--- src/hdl/accounting_record_encoder_core_defines.svh ---
// assertion macros for the accounting record encoder core
// used by hdl/accounting_record_encoder_core.sv; relies on clk and rst_n in scope
`ifndef ACCOUNTING_RECORD_ENCODER_CORE_DEFINES_SVH
`define ACCOUNTING_RECORD_ENCODER_CORE_DEFINES_SVH

// condition must hold in the same cycle
`define ACE_ASSERT_NOW(label, ante, cons) \
    label: assert property (@(posedge clk) disable iff (!rst_n) (ante) |-> (cons)) \
        else $error("accounting encoder: same-cycle check failed");

// condition must hold in the next cycle
`define ACE_ASSERT_NEXT(label, ante, cons) \
    label: assert property (@(posedge clk) disable iff (!rst_n) (ante) |=> (cons)) \
        else $error("accounting encoder: next-cycle check failed");

`endif

--- src/hdl/acct_enc_pkg.sv ---
// shared types, constants and the comp_t packing function
// for the accounting record encoder; no dependencies
`default_nettype none

package acct_enc_pkg;

    // comp_t layout: 13-bit mantissa under a 3-bit base-8 exponent
    localparam int unsigned MANT_BITS  = 13;
    localparam int unsigned EXP_BITS   = 3;
    localparam int unsigned EXP_LEVELS = 1 << EXP_BITS;
    localparam int unsigned CODE_W     = MANT_BITS + EXP_BITS;

    typedef logic [CODE_W-1:0] comp_code_t;

    localparam logic [31:0]  MANT_LIMIT = 32'(1) << MANT_BITS;
    localparam comp_code_t   CODE_OVERFLOW = '1;
    localparam logic [15:0]  NO_TTY = 16'hFFFF;

    // register map
    localparam logic REG_TICK_RATE   = 1'b0;
    localparam logic REG_WAKE_THRESH = 1'b1;

    localparam logic [9:0]  TICK_RATE_RESET   = 10'd60;
    localparam logic [14:0] WAKE_THRESH_RESET = 15'd10;

    // truncating pack of a 32-bit value into comp_t, all ones on overflow
    function automatic comp_code_t pack_code(input logic [31:0] v);
        logic [31:0] s;
        comp_code_t  code;
        logic        found;
        code  = CODE_OVERFLOW;
        found = 1'b0;
        s     = v;
        for (int e = 0; e < EXP_LEVELS; e++)
        begin
            if (!found && (s < MANT_LIMIT))
            begin
                code  = {EXP_BITS'(e), s[MANT_BITS-1:0]};
                found = 1'b1;
            end
            s = s >> EXP_BITS;
        end
        return code;
    endfunction

endpackage

`default_nettype wire

--- src/hdl/accounting_record_encoder_core.sv ---
// accounting record encoder: one process-exit transaction in, one record out
// depends on acct_enc_pkg and accounting_record_encoder_core_defines.svh
//
//   channel   direction  signals                          accepted when
//   in        input      in_valid/in_ready + 11 fields    in_valid && in_ready
//   out       output     out_valid/out_ready + 8 fields   out_valid && out_ready
//   cfg       input      APB psel/penable/pwrite/paddr    psel && penable && pwrite
//
// each transaction runs from acceptance to the result register through the
// scaling of all working values on the shared multiplier, then two passes
// (2 quotient bits per cycle) of the shared divider, plus load/store steps
// in_ready is high only while the sequencer is idle, so a transaction is not
// accepted until the previous one has been loaded into the output register
// a finished result waits in the output register; the next transaction may
// be accepted and worked on meanwhile, the sequencer only holds at its last
// step while the output register is still full
// rst_n is asynchronous: clears sequencer, valid and counter, presets the config registers
`default_nettype none
`include "accounting_record_encoder_core_defines.svh"

module accounting_record_encoder_core #(
    parameter int unsigned TIME_SCALE = 64
) (
    input  wire logic        clk,
    input  wire logic        rst_n,

    // configuration port
    input  wire logic        psel,
    input  wire logic        penable,
    input  wire logic        pwrite,
    input  wire logic [2:0]  paddr,
    input  wire logic [31:0] pwdata,
    output logic      [31:0] prdata,
    output logic             pready,

    // input channel
    input  wire logic        in_valid,
    output logic             in_ready,
    input  wire logic [31:0] user_ticks,
    input  wire logic [31:0] sys_ticks,
    input  wire logic [31:0] now_seconds,
    input  wire logic [31:0] start_seconds,
    input  wire logic [31:0] in_blocks,
    input  wire logic [31:0] out_blocks,
    input  wire logic [10:0] data_clicks,
    input  wire logic [10:0] stack_clicks,
    input  wire logic        has_tty,
    input  wire logic [15:0] tty_device,
    input  wire logic [7:0]  acct_flags,

    // output channel
    output logic             out_valid,
    input  wire logic        out_ready,
    output logic [15:0]      user_time_code,
    output logic [15:0]      sys_time_code,
    output logic [15:0]      elapsed_code,
    output logic [15:0]      io_code,
    output logic [7:0]       memory_kb,
    output logic [15:0]      tty_out,
    output logic [7:0]       flags_out,
    output logic             wake_daemon
);

    localparam logic [31:0] SCALE_W   = 32'(TIME_SCALE);
    localparam int unsigned DIV_STEPS = 32 / 2;
    localparam int unsigned STEP_W    = $clog2(DIV_STEPS);

    // sequencer codes
    localparam logic [2:0] ST_IDLE   = 3'd0;
    localparam logic [2:0] ST_MUL    = 3'd1;
    localparam logic [2:0] ST_DLOAD  = 3'd2;
    localparam logic [2:0] ST_DIV    = 3'd3;
    localparam logic [2:0] ST_DSTORE = 3'd4;
    localparam logic [2:0] ST_FINISH = 3'd5;

    logic [2:0]        state_reg, state_next;
    logic [1:0]        mul_cnt_reg, mul_cnt_next;
    logic              div_sel_reg, div_sel_next;
    logic [STEP_W-1:0] step_reg, step_next;

    // configuration registers
    logic [9:0]  tick_rate_reg;
    logic [14:0] wake_thresh_reg;
    logic        cfg_write;

    // working values: user, system, elapsed, io
    logic [31:0] val_reg [4];
    logic [7:0]  mem_hold_reg;
    logic [15:0] tty_hold_reg;
    logic [7:0]  flags_hold_reg;

    // shared divider
    logic [31:0] divq_reg;
    logic [9:0]  rem_reg;
    logic [9:0]  div_reg;
    logic [9:0]  div_eff;
    logic [10:0] t1, t2;
    logic        ge1, ge2;
    logic [9:0]  r1, r2;

    logic [31:0] mul_prod;

    // output register and record counter
    logic        out_valid_reg;
    logic        out_load;
    logic [15:0] record_count_reg;
    logic [15:0] count_inc;
    logic        wake_hit;
    acct_enc_pkg::comp_code_t user_code_reg, sys_code_reg, elapsed_code_reg, io_code_reg;
    logic [7:0]  memory_kb_reg;
    logic [15:0] tty_out_reg;
    logic [7:0]  flags_out_reg;
    logic        wake_daemon_reg;

    logic        in_fire;

    assign in_ready = (state_reg == ST_IDLE);
    assign in_fire  = in_valid && in_ready;
    assign pready   = 1'b1;
    assign cfg_write = psel && penable && pwrite;

    // configuration writes
    always_ff @(posedge clk or negedge rst_n)
    begin
        if (!rst_n)
        begin
            tick_rate_reg   <= acct_enc_pkg::TICK_RATE_RESET;
            wake_thresh_reg <= acct_enc_pkg::WAKE_THRESH_RESET;
        end
        else if (cfg_write)
        begin
            unique case (paddr[2])
                acct_enc_pkg::REG_TICK_RATE:   tick_rate_reg   <= pwdata[9:0];
                acct_enc_pkg::REG_WAKE_THRESH: wake_thresh_reg <= pwdata[14:0];
                default: ;
            endcase
        end
    end

    // register readback
    always_comb
    begin
        unique case (paddr[2])
            acct_enc_pkg::REG_TICK_RATE:   prdata = {22'd0, tick_rate_reg};
            acct_enc_pkg::REG_WAKE_THRESH: prdata = {17'd0, wake_thresh_reg};
            default:                       prdata = '0;
        endcase
    end

    // zero tick rate divides as one
    assign div_eff = (tick_rate_reg == 10'd0) ? 10'd1 : tick_rate_reg;

    // two restoring division steps per cycle
    always_comb
    begin
        t1  = {rem_reg, divq_reg[31]};
        ge1 = (t1 >= {1'b0, div_reg});
        r1  = ge1 ? 10'(t1 - {1'b0, div_reg}) : t1[9:0];
        t2  = {r1, divq_reg[30]};
        ge2 = (t2 >= {1'b0, div_reg});
        r2  = ge2 ? 10'(t2 - {1'b0, div_reg}) : t2[9:0];
    end

    // shared scaling multiplier, 32-bit wrap
    assign mul_prod = 32'(val_reg[mul_cnt_reg] * SCALE_W);

    // output load and record counter
    assign out_load  = (state_reg == ST_FINISH) && (!out_valid_reg || out_ready);
    assign count_inc = record_count_reg + 16'd1;
    assign wake_hit  = (count_inc >= {1'b0, wake_thresh_reg});

    // sequencer next state
    always_comb
    begin
        state_next   = state_reg;
        mul_cnt_next = mul_cnt_reg;
        div_sel_next = div_sel_reg;
        step_next    = step_reg;
        unique case (state_reg)
            ST_IDLE:
            begin
                if (in_fire)
                begin
                    state_next   = ST_MUL;
                    mul_cnt_next = 2'd0;
                end
            end
            ST_MUL:
            begin
                mul_cnt_next = mul_cnt_reg + 2'd1;
                if (mul_cnt_reg == 2'd3)
                begin
                    state_next   = ST_DLOAD;
                    div_sel_next = 1'b0;
                end
            end
            ST_DLOAD:
            begin
                state_next = ST_DIV;
                step_next  = '0;
            end
            ST_DIV:
            begin
                step_next = step_reg + 1'b1;
                if (step_reg == STEP_W'(DIV_STEPS - 1))
                begin
                    state_next = ST_DSTORE;
                end
            end
            ST_DSTORE:
            begin
                if (div_sel_reg)
                begin
                    state_next = ST_FINISH;
                end
                else
                begin
                    state_next   = ST_DLOAD;
                    div_sel_next = 1'b1;
                end
            end
            ST_FINISH:
            begin
                if (out_load)
                begin
                    state_next = ST_IDLE;
                end
            end
            default:
            begin
                state_next = ST_IDLE;
            end
        endcase
    end

    // sequencer and control registers
    always_ff @(posedge clk or negedge rst_n)
    begin
        if (!rst_n)
        begin
            state_reg        <= ST_IDLE;
            mul_cnt_reg      <= '0;
            div_sel_reg      <= 1'b0;
            step_reg         <= '0;
            out_valid_reg    <= 1'b0;
            record_count_reg <= '0;
        end
        else
        begin
            state_reg   <= state_next;
            mul_cnt_reg <= mul_cnt_next;
            div_sel_reg <= div_sel_next;
            step_reg    <= step_next;
            if (out_load)
            begin
                out_valid_reg    <= 1'b1;
                record_count_reg <= wake_hit ? 16'd0 : count_inc;
            end
            else if (out_ready)
            begin
                out_valid_reg <= 1'b0;
            end
        end
    end

    // datapath: capture, scale, divide
    always_ff @(posedge clk)
    begin
        if (in_fire)
        begin
            val_reg[0]     <= user_ticks;
            val_reg[1]     <= sys_ticks;
            val_reg[2]     <= now_seconds - start_seconds;
            val_reg[3]     <= in_blocks + out_blocks;
            mem_hold_reg   <= 8'(({1'b0, data_clicks} + {1'b0, stack_clicks}) >> 4);
            tty_hold_reg   <= has_tty ? tty_device : acct_enc_pkg::NO_TTY;
            flags_hold_reg <= acct_flags;
        end
        else if (state_reg == ST_MUL)
        begin
            val_reg[mul_cnt_reg] <= mul_prod;
        end
        else if (state_reg == ST_DSTORE)
        begin
            val_reg[{1'b0, div_sel_reg}] <= divq_reg;
        end

        if (state_reg == ST_DLOAD)
        begin
            divq_reg <= val_reg[{1'b0, div_sel_reg}];
            rem_reg  <= '0;
            div_reg  <= div_eff;
        end
        else if (state_reg == ST_DIV)
        begin
            divq_reg <= {divq_reg[29:0], ge1, ge2};
            rem_reg  <= r2;
        end
    end

    // result register, packed at load
    always_ff @(posedge clk)
    begin
        if (out_load)
        begin
            user_code_reg    <= acct_enc_pkg::pack_code(val_reg[0]);
            sys_code_reg     <= acct_enc_pkg::pack_code(val_reg[1]);
            elapsed_code_reg <= acct_enc_pkg::pack_code(val_reg[2]);
            io_code_reg      <= acct_enc_pkg::pack_code(val_reg[3]);
            memory_kb_reg    <= mem_hold_reg;
            tty_out_reg      <= tty_hold_reg;
            flags_out_reg    <= flags_hold_reg;
            wake_daemon_reg  <= wake_hit;
        end
    end

    assign out_valid      = out_valid_reg;
    assign user_time_code = user_code_reg;
    assign sys_time_code  = sys_code_reg;
    assign elapsed_code   = elapsed_code_reg;
    assign io_code        = io_code_reg;
    assign memory_kb      = memory_kb_reg;
    assign tty_out        = tty_out_reg;
    assign flags_out      = flags_out_reg;
    assign wake_daemon    = wake_daemon_reg;

    // checks
    `ACE_ASSERT_NEXT(a_busy_after_accept, in_valid && in_ready, !in_ready)
    `ACE_ASSERT_NOW(a_div_rem_bound, state_reg == ST_DIV, rem_reg < div_reg)
    `ACE_ASSERT_NOW(a_wake_clears_count, out_valid_reg && wake_daemon_reg, record_count_reg == 16'd0)
    `ACE_ASSERT_NEXT(a_finish_loads_output, state_reg == ST_FINISH && !out_valid_reg, out_valid_reg && state_reg == ST_IDLE)

endmodule

`default_nettype wire

--- config.mk ---
export PLATFORM = sky130hd
export DESIGN_NAME = accounting_record_encoder_core
export DESIGN_NICKNAME = d
export VERILOG_FILES = /design/src/hdl/acct_enc_pkg.sv /design/src/hdl/accounting_record_encoder_core.sv
export VERILOG_INCLUDE_DIRS = /design/src /design/src/hdl
export SDC_FILE = /design/constraint.sdc
export NUM_CORES = 1
export LEC_CHECK = 0
export BUFFER_PORTS_ARGS = -buffer_cell sky130_fd_sc_hd__buf_2
export CELL_PAD_IN_SITES_DETAIL_PLACEMENT = 0
export CELL_PAD_IN_SITES_GLOBAL_PLACEMENT = 1
export CORE_UTILIZATION = 44
export DETAILED_ROUTE_END_ITERATION = 8
export HOLD_SLACK_MARGIN = 0.03
export PLACE_DENSITY = 0.83
export SLEW_MARGIN = 20
export SYNTH_ARGS = -nofsm -noshare
export SYNTH_HDL_FRONTEND = slang
export SYNTH_SLANG_ARGS = --single-unit
--- constraint.sdc ---
create_clock -name clk -period 5.8 [get_ports clk]
set_input_delay 1.16 -clock clk [delete_from_list [all_inputs] [get_ports clk]]
set_output_delay 1.16 -clock clk [all_outputs]
set_load 0.005 [all_outputs]
==> impl_results.md, run 1 <==
- RSZ-0062 raised after global routing: false
- Top Ports: 413
- Final hold vios: 0
- CP bufs+invs: 2
- Sw frac: 43.0%
- WS Path Type: flop to flop
- Number of synthesized flops with an enable pin: 299
- Warnings, synthesis: 0
- Critical path endpoint category: flop
- Die Area: 0.0539 sq mm
- Final #Nets: 3117
- TritonRoute pass-1 iters: 5
- WL per Instance: 23.5 um
- Post-DP HPWL: 61400 um
- Tmin final: 5370 ps
- CP delay by family, top: compound AO/OA/AOI/OAI gates
- Final period util: 92.6%
- Layout cells sized above 1: 21.6%
- Max reg flops: 128
- Hold path start: mem_hold_reg[4]
- Total track usage: 29.3%
- Drt total wl: 80700 um
- Final Core Density: 52.1%
- Ys flop type: edfxtp_1
- Worst path cell trace: inv_1 -> ha_1 -> nor2b_1 -> o21a_1 -> o31ai_1 -> and3_1 -> o311ai_2 -> o21ai_0 -> inv_1 -> ha_1 -> nor2b_1 -> o21ai_0 -> nand2b_1 -> a311oi_1 -> or3_1 -> o21ai_0 -> nand2b_1 -> mux2_2 -> o21ai_0
- Post-Syn Instances: 2414
- Slowest-stage cell, CP: nand2b_1
- Int Power: 7.58 mW
- Via density: 5.99
- Static leakage: 11.1 nW
- Register area: 0.0105 sq mm
- First-pass GRT wire length: 119000 um
- Max VDD drop: 0.000285 V
- Initial drt markers: 2323
- Crit path arrival time: 5860 ps
- Fmax: 186 MHz
- Syn avg cell area: 9.66 sq um
- Root Buffer: clkbuf_16
- Hold WS: 415 ps
- Gpl congestion: 0.968
- Largest net degree at the start of global routing: 89
- Total power: 13.3 mW
- CP required: 6290 ps
- Setup Skew: 44.3 ps
- TritonCTS Sinks: 361
- Clock power share: 19.5%
- Startpoint types: flop
- Crit Path Max Fanout: 11
- Core area: 0.0518 sq mm
- Total gr overflow: 0
- Synth Register Bits: 361
- Postcts setup bufs: 0
- Flop pwr share: 39.5%
- Fin Setup TNS: 0 ps
- PortBufs: 375
- Mapped Area: 0.0233 sq mm
- Fill cells: 4743
- Power per cell area: 493 mW/mm^2
- Ys async rst share: 14.4%
- Pins Over Slew Limit: 0
- Clk slew on worst S/H paths: 60 ps
- HP Class: flop to flop
- Row count: 83
- Initial antenna violation count: 7
- Share of the synthesized area in the top cell type: 38.5%
- Most used cell, CP: o21ai_0
- Die H: 232 um
- CTS max path bufs: 3
- Clk_lat worst skew: 600 ps
- Via count: 20600
- Sequential area share after synthesis: 45.0%
- Die width: 232 um
- Share of total power in combinational logic: 41.0%
- TritonCTS clock tree: yes
- Worst relative slew slack: 18.1%
- Max-cap violations: 0
- Worst path max stage delay: 630 ps
- Switching Power: 5.72 mW
- Worst setup startpoint: div_reg[1]
- Status: finished, final reports clean
- Hold_buf cts: 0
- H-tree depth: 2
- R2R Path Start: div_reg[1]
- Cts bufs inserted: 42
- Post-route antenna net violation count: 0
- Final setup fails: 0
- Initial Util: 45.0%
- Vias in the first global route: 19100
- Synth area leader: edfxtp_1
- Multi-input logic area: 0.0119 sq mm
- Area grow syn2layout: 15.9%
- Post-cts sizing count: 0
- Residual DRC: 0
- Slew @ Worst Pin: 1210 ps
- Synth area leaders: edfxtp_1 (39%), ha_1 (5.9%), dfrtp_1 (4.9%)
- Yosys cell types: 84
[power by group through the flow]
stage | Combinational (mW) | Sequential, mW | Clock [mW]
after global placement | 5.24 | 5.21 | 0
after detailed placement | 5.32 | 5.22 | 0
after floorplan | 3.95 | 4.44 | 0
after CTS | 5.36 | 5.18 | 2.63
after global routing | 5.93 | 5.30 | 2.72
final | 5.46 | 5.26 | 2.59
[worst paths after layout]
kind	end	slack, ps	cells after the start
worst min-delay path	memory_kb[4]	420	0
worst max register to register	rem_reg[0]	430	19
worst max-delay path	rem_reg[0]	430	19
min in group asynchronous	record_count_reg[11]	690	2
worst min register to register	memory_kb[4]	420	0
max in group asynchronous	div_sel_reg	4600	2
[cell usage after synthesis (all sizes together), types with 6 or more instances]
library cell	instances
nand2	290
o31ai	14
edfxtp	299
o211ai	9
nand2b	41
xnor2	53
a22oi	23
nor3	54
a311oi	8
nand4	11
a221oi	8
a31oi	24
a32oi	7
nor4	11
a221o	8
a22o	7
mux2	71
dfstp	6
clkbuf	106
or3	19
and3	16
xor2	33
buf	47
dfrtp	46
inv	97
nand3	29
ha	110
o22ai	45
and2	12
nor2b	10
a21oi	198
a211oi	27
nor2	221
mux2i	49
a21o	40
o21a	16
mux4	26
o221ai	13
dfxtp	10
o21ai	229
[through the flow]
step	area, sq um	instances	worst slack (ps)
floorplan	23400	2430	717
global placement	25700	3358	636
detailed placement	25700	3358	503
CTS	27000	3431	487
global route	27000	3434	58.9
finish	27000	3436	430
[kinds of logic (layout without fill, tap and decap cells)]
family,count (synthesis),in the layout,synth area share [%]
simple gates,736,736,14.1
fa+ha+maj,114,114,6.25
flops,361,361,45.0
compound gates,719,719,18.8
mux,146,146,8.05
xor+xnor,86,86,3.23
other cells,2,23,0.0322
buf+inv,250,571,4.49
[per-layer routing]
metal | part of all wire, % | vias up | global-route usage, %
li1 | - | 9532 | -
met1 | 43 | 9791 | 41.8
met2 | 44 | 1101 | 43.1
met3 | 10 | 152 | 6.89
met4 | 3.5 | 4 | 10.2
met5 | 0.043 | - | 0
[layout by cell type (no fill, tap or decap), types with 53 or more instances in the layout]
master / n
o21ai_0: 223
mux2_2: 71
nand2_1: 289
a21oi_1: 196
xnor2_1: 53
buf_2: 375
nor2_1: 218
inv_1: 94
ha_1: 110
edfxtp_1: 299
[layout make-up]
type                            instances  share of cell area [%]
Antenna cell                            5                  0.0463
Multi-Input combinational cell       1819                    44.0
Tap cell                              680                    3.15
Inverter                               97                    1.36
Sequential cell                       361                    38.8
Clock inverter                         21                   0.750
Clock buffer                           52                    4.15
Timing Repair Buffer                  401                    7.72
Note: power is estimated with default switching activity, not from simulation.
==> inputs of run 2 (changes only) <==
--- a/config.mk
+++ b/config.mk
@@ -6,13 +6,13 @@
 export SDC_FILE = /design/constraint.sdc
 export NUM_CORES = 1
 export LEC_CHECK = 0
-export BUFFER_PORTS_ARGS = -buffer_cell sky130_fd_sc_hd__buf_2
 export CELL_PAD_IN_SITES_DETAIL_PLACEMENT = 0
 export CELL_PAD_IN_SITES_GLOBAL_PLACEMENT = 1
-export CORE_UTILIZATION = 44
+export CORE_UTILIZATION = 50
 export DETAILED_ROUTE_END_ITERATION = 8
+export DONT_BUFFER_PORTS = 1
 export HOLD_SLACK_MARGIN = 0.03
-export PLACE_DENSITY = 0.83
+export PLACE_DENSITY = 0.82
 export SLEW_MARGIN = 20
 export SYNTH_ARGS = -nofsm -noshare
 export SYNTH_HDL_FRONTEND = slang
==> run 2 against run 1 <==
Fmax rose by 5.7%. Core utilization rose by 2.8 points. Total power fell by 2.0%. Clock skew fell by 17 ps. Sequential share of layout area rose by 3.0 points.
==> impl_results.md, run 2 (synthesized netlist as in run 1, its figures left out) <==
- Via density: 6.43
- Postcts setup bufs: 0
- Initial drt markers: 2344
- Area post-placement: 0.0237 sq mm
- TritonCTS clock tree: yes
- Largest net degree at the start of global routing: 65
- Area grow syn2layout: 7.63%
- Final hold vios: 0
- Total gr overflow: 0
- Drt total wl: 76600 um
- Residual DRC: 0
- Row count: 78
- Post-route antenna net violation count: 0
- Startpoint types: flop
- Clk slew on worst S/H paths: 70 ps
- Fin Setup TNS: 0 ps
- CP required: 6320 ps
- Die width: 218 um
- Gpl congestion: 0.979
- Fin area: 0.0251 sq mm
- Tmin final: 5080 ps
- First-pass GRT wire length: 112000 um
- Fill cells: 4124
- TritonCTS Sinks: 361
- PortBufs: 0
- Final #Nets: 2745
- Final Core Density: 54.9%
- Final period util: 87.6%
- Vias in the first global route: 17900
- Crit Path Max Fanout: 11
- CTS max path bufs: 3
- Initial antenna violation count: 10
- Leading cell types in the layout, fill and taps excluded: edfxtp_1 (299), nand2_1 (289), o21ai_0 (223), nor2_1 (218), a21oi_1 (196)
- Initial Util: 51.0%
- Fmax: 197 MHz
- Crit path arrival time: 5600 ps
- RSZ-0062 raised after global routing: false
- R2R setup slack: 720 ps
- Via count: 19200
- Status: finished, final reports clean
- Die Area: 0.0475 sq mm
- Root Buffer: clkbuf_16
- Clk_lat worst skew: 590 ps
- Static leakage: 9.68 nW
- Non-Filler Instances: 2989
- WL per Instance: 25.6 um
- Cts bufs inserted: 42
- Post-DP HPWL: 58000 um
- HP Class: input port to asynchronous set/reset pin
- TritonRoute pass-1 iters: 5
- Placed cells: 2906
- Slew @ Worst Pin: 1220 ps
- H-tree depth: 2
- Final setup fails: 0
- Hold WS: 264 ps
- Pins Over Slew Limit: 0
- Setup Skew: 26.8 ps
- Core area: 0.0457 sq mm
- Worst setup startpoint: div_reg[1]
- Max-cap violations: 0
- Power per cell area: 520 mW/mm^2
- Hold_buf cts: 0
- Top Ports: 413
- Max reg flops: 128
- Max VDD drop: 0.000354 V
- Total track usage: 31.6%
- Reg2Reg Capture Point: rem_reg[0]
- Post-cts sizing count: 0
- Critical path endpoint category: flop
- Layout cells sized above 1: 9.61%
- WS Path Type: flop to flop
- R2R Path Start: div_reg[1]
- Worst R2R Path Depth: 19
- Die H: 218 um
- Worst relative slew slack: 18.4%
- Most common cell after layout, fill and taps aside: edfxtp_1
## run 2: cell count changes in the layout (fill, tap and decap cells not counted), sizes merged
cell      delta
clkinvlp     +3
inv          -2
buf        -372
clkbuf       +1
clkinv       +2
bufinv       +1
## run 2: worst max path at each step
| stage | endpoint | slack (ps) | depth (start not counted) |
|---|---|---|---|
| 6_report | rem_reg[0] | 720 | 19 |
| 2_1_floorplan | record_count_reg[5] | 720 | 7 |
| 3_3_place_gp | rem_reg[0] | 730 | 19 |
| 3_5_place_dp | rem_reg[0] | 740 | 19 |
| 5_1_grt | rem_reg[0] | 300 | 19 |
| 4_1_cts | rem_reg[0] | 710 | 19 |
## run 2: where the power goes
group	internal (mW)	switching, mW
registers	3.99	1.19
clock network	1.51	1.12
logic	2.02	3.22
total	7.51	5.53
## run 2: final cells by class
cell class,count,area (sq um),share of cell area [%]
inverter,97,367,1.46
clock buffer,53,1110,4.44
timing repair buffer,29,230,0.918
sequential,361,10500,41.8
clock inverter,25,243,0.968
multi-input combinational,1819,11900,47.4
tap,600,751,2.99
antenna,5,12.5,0.0499
## run 2: stage by stage
step	total power, mW	worst slack, ps
after floorplan	8.39	717
after global placement	10.2	732
after global routing	13.6	300
after detailed placement	10.3	742
after CTS	13.0	712
final	13.0	722
## run 2: routing by layer
| layer | global-route usage, % | up-vias | part of all wire, % |
|---|---|---|---|
| li1 | - | 8791 | - |
| met1 | 43.5 | 9204 | 41 |
| met2 | 47.9 | 1030 | 45 |
| met3 | 6.29 | 189 | 9.2 |
| met4 | 14.9 | 10 | 4.7 |
| met5 | 0 | - | 0.074 |
## run 2: worst max-delay path: stages, from the launching register on
cell,delay [ps]
edfxtp_1,410
inv_1,160
ha_1,270
nor2b_1,130
o21a_1,190
o31ai_1,310
and3_1,250
o311ai_2,200
o21ai_0,470
inv_1,90
ha_1,320
nor2b_1,150
o21ai_0,100
nand2b_1,150
a311oi_1,110
or3_1,440
o21ai_0,220
nand2b_1,520
mux2_2,390
o21ai_0,120
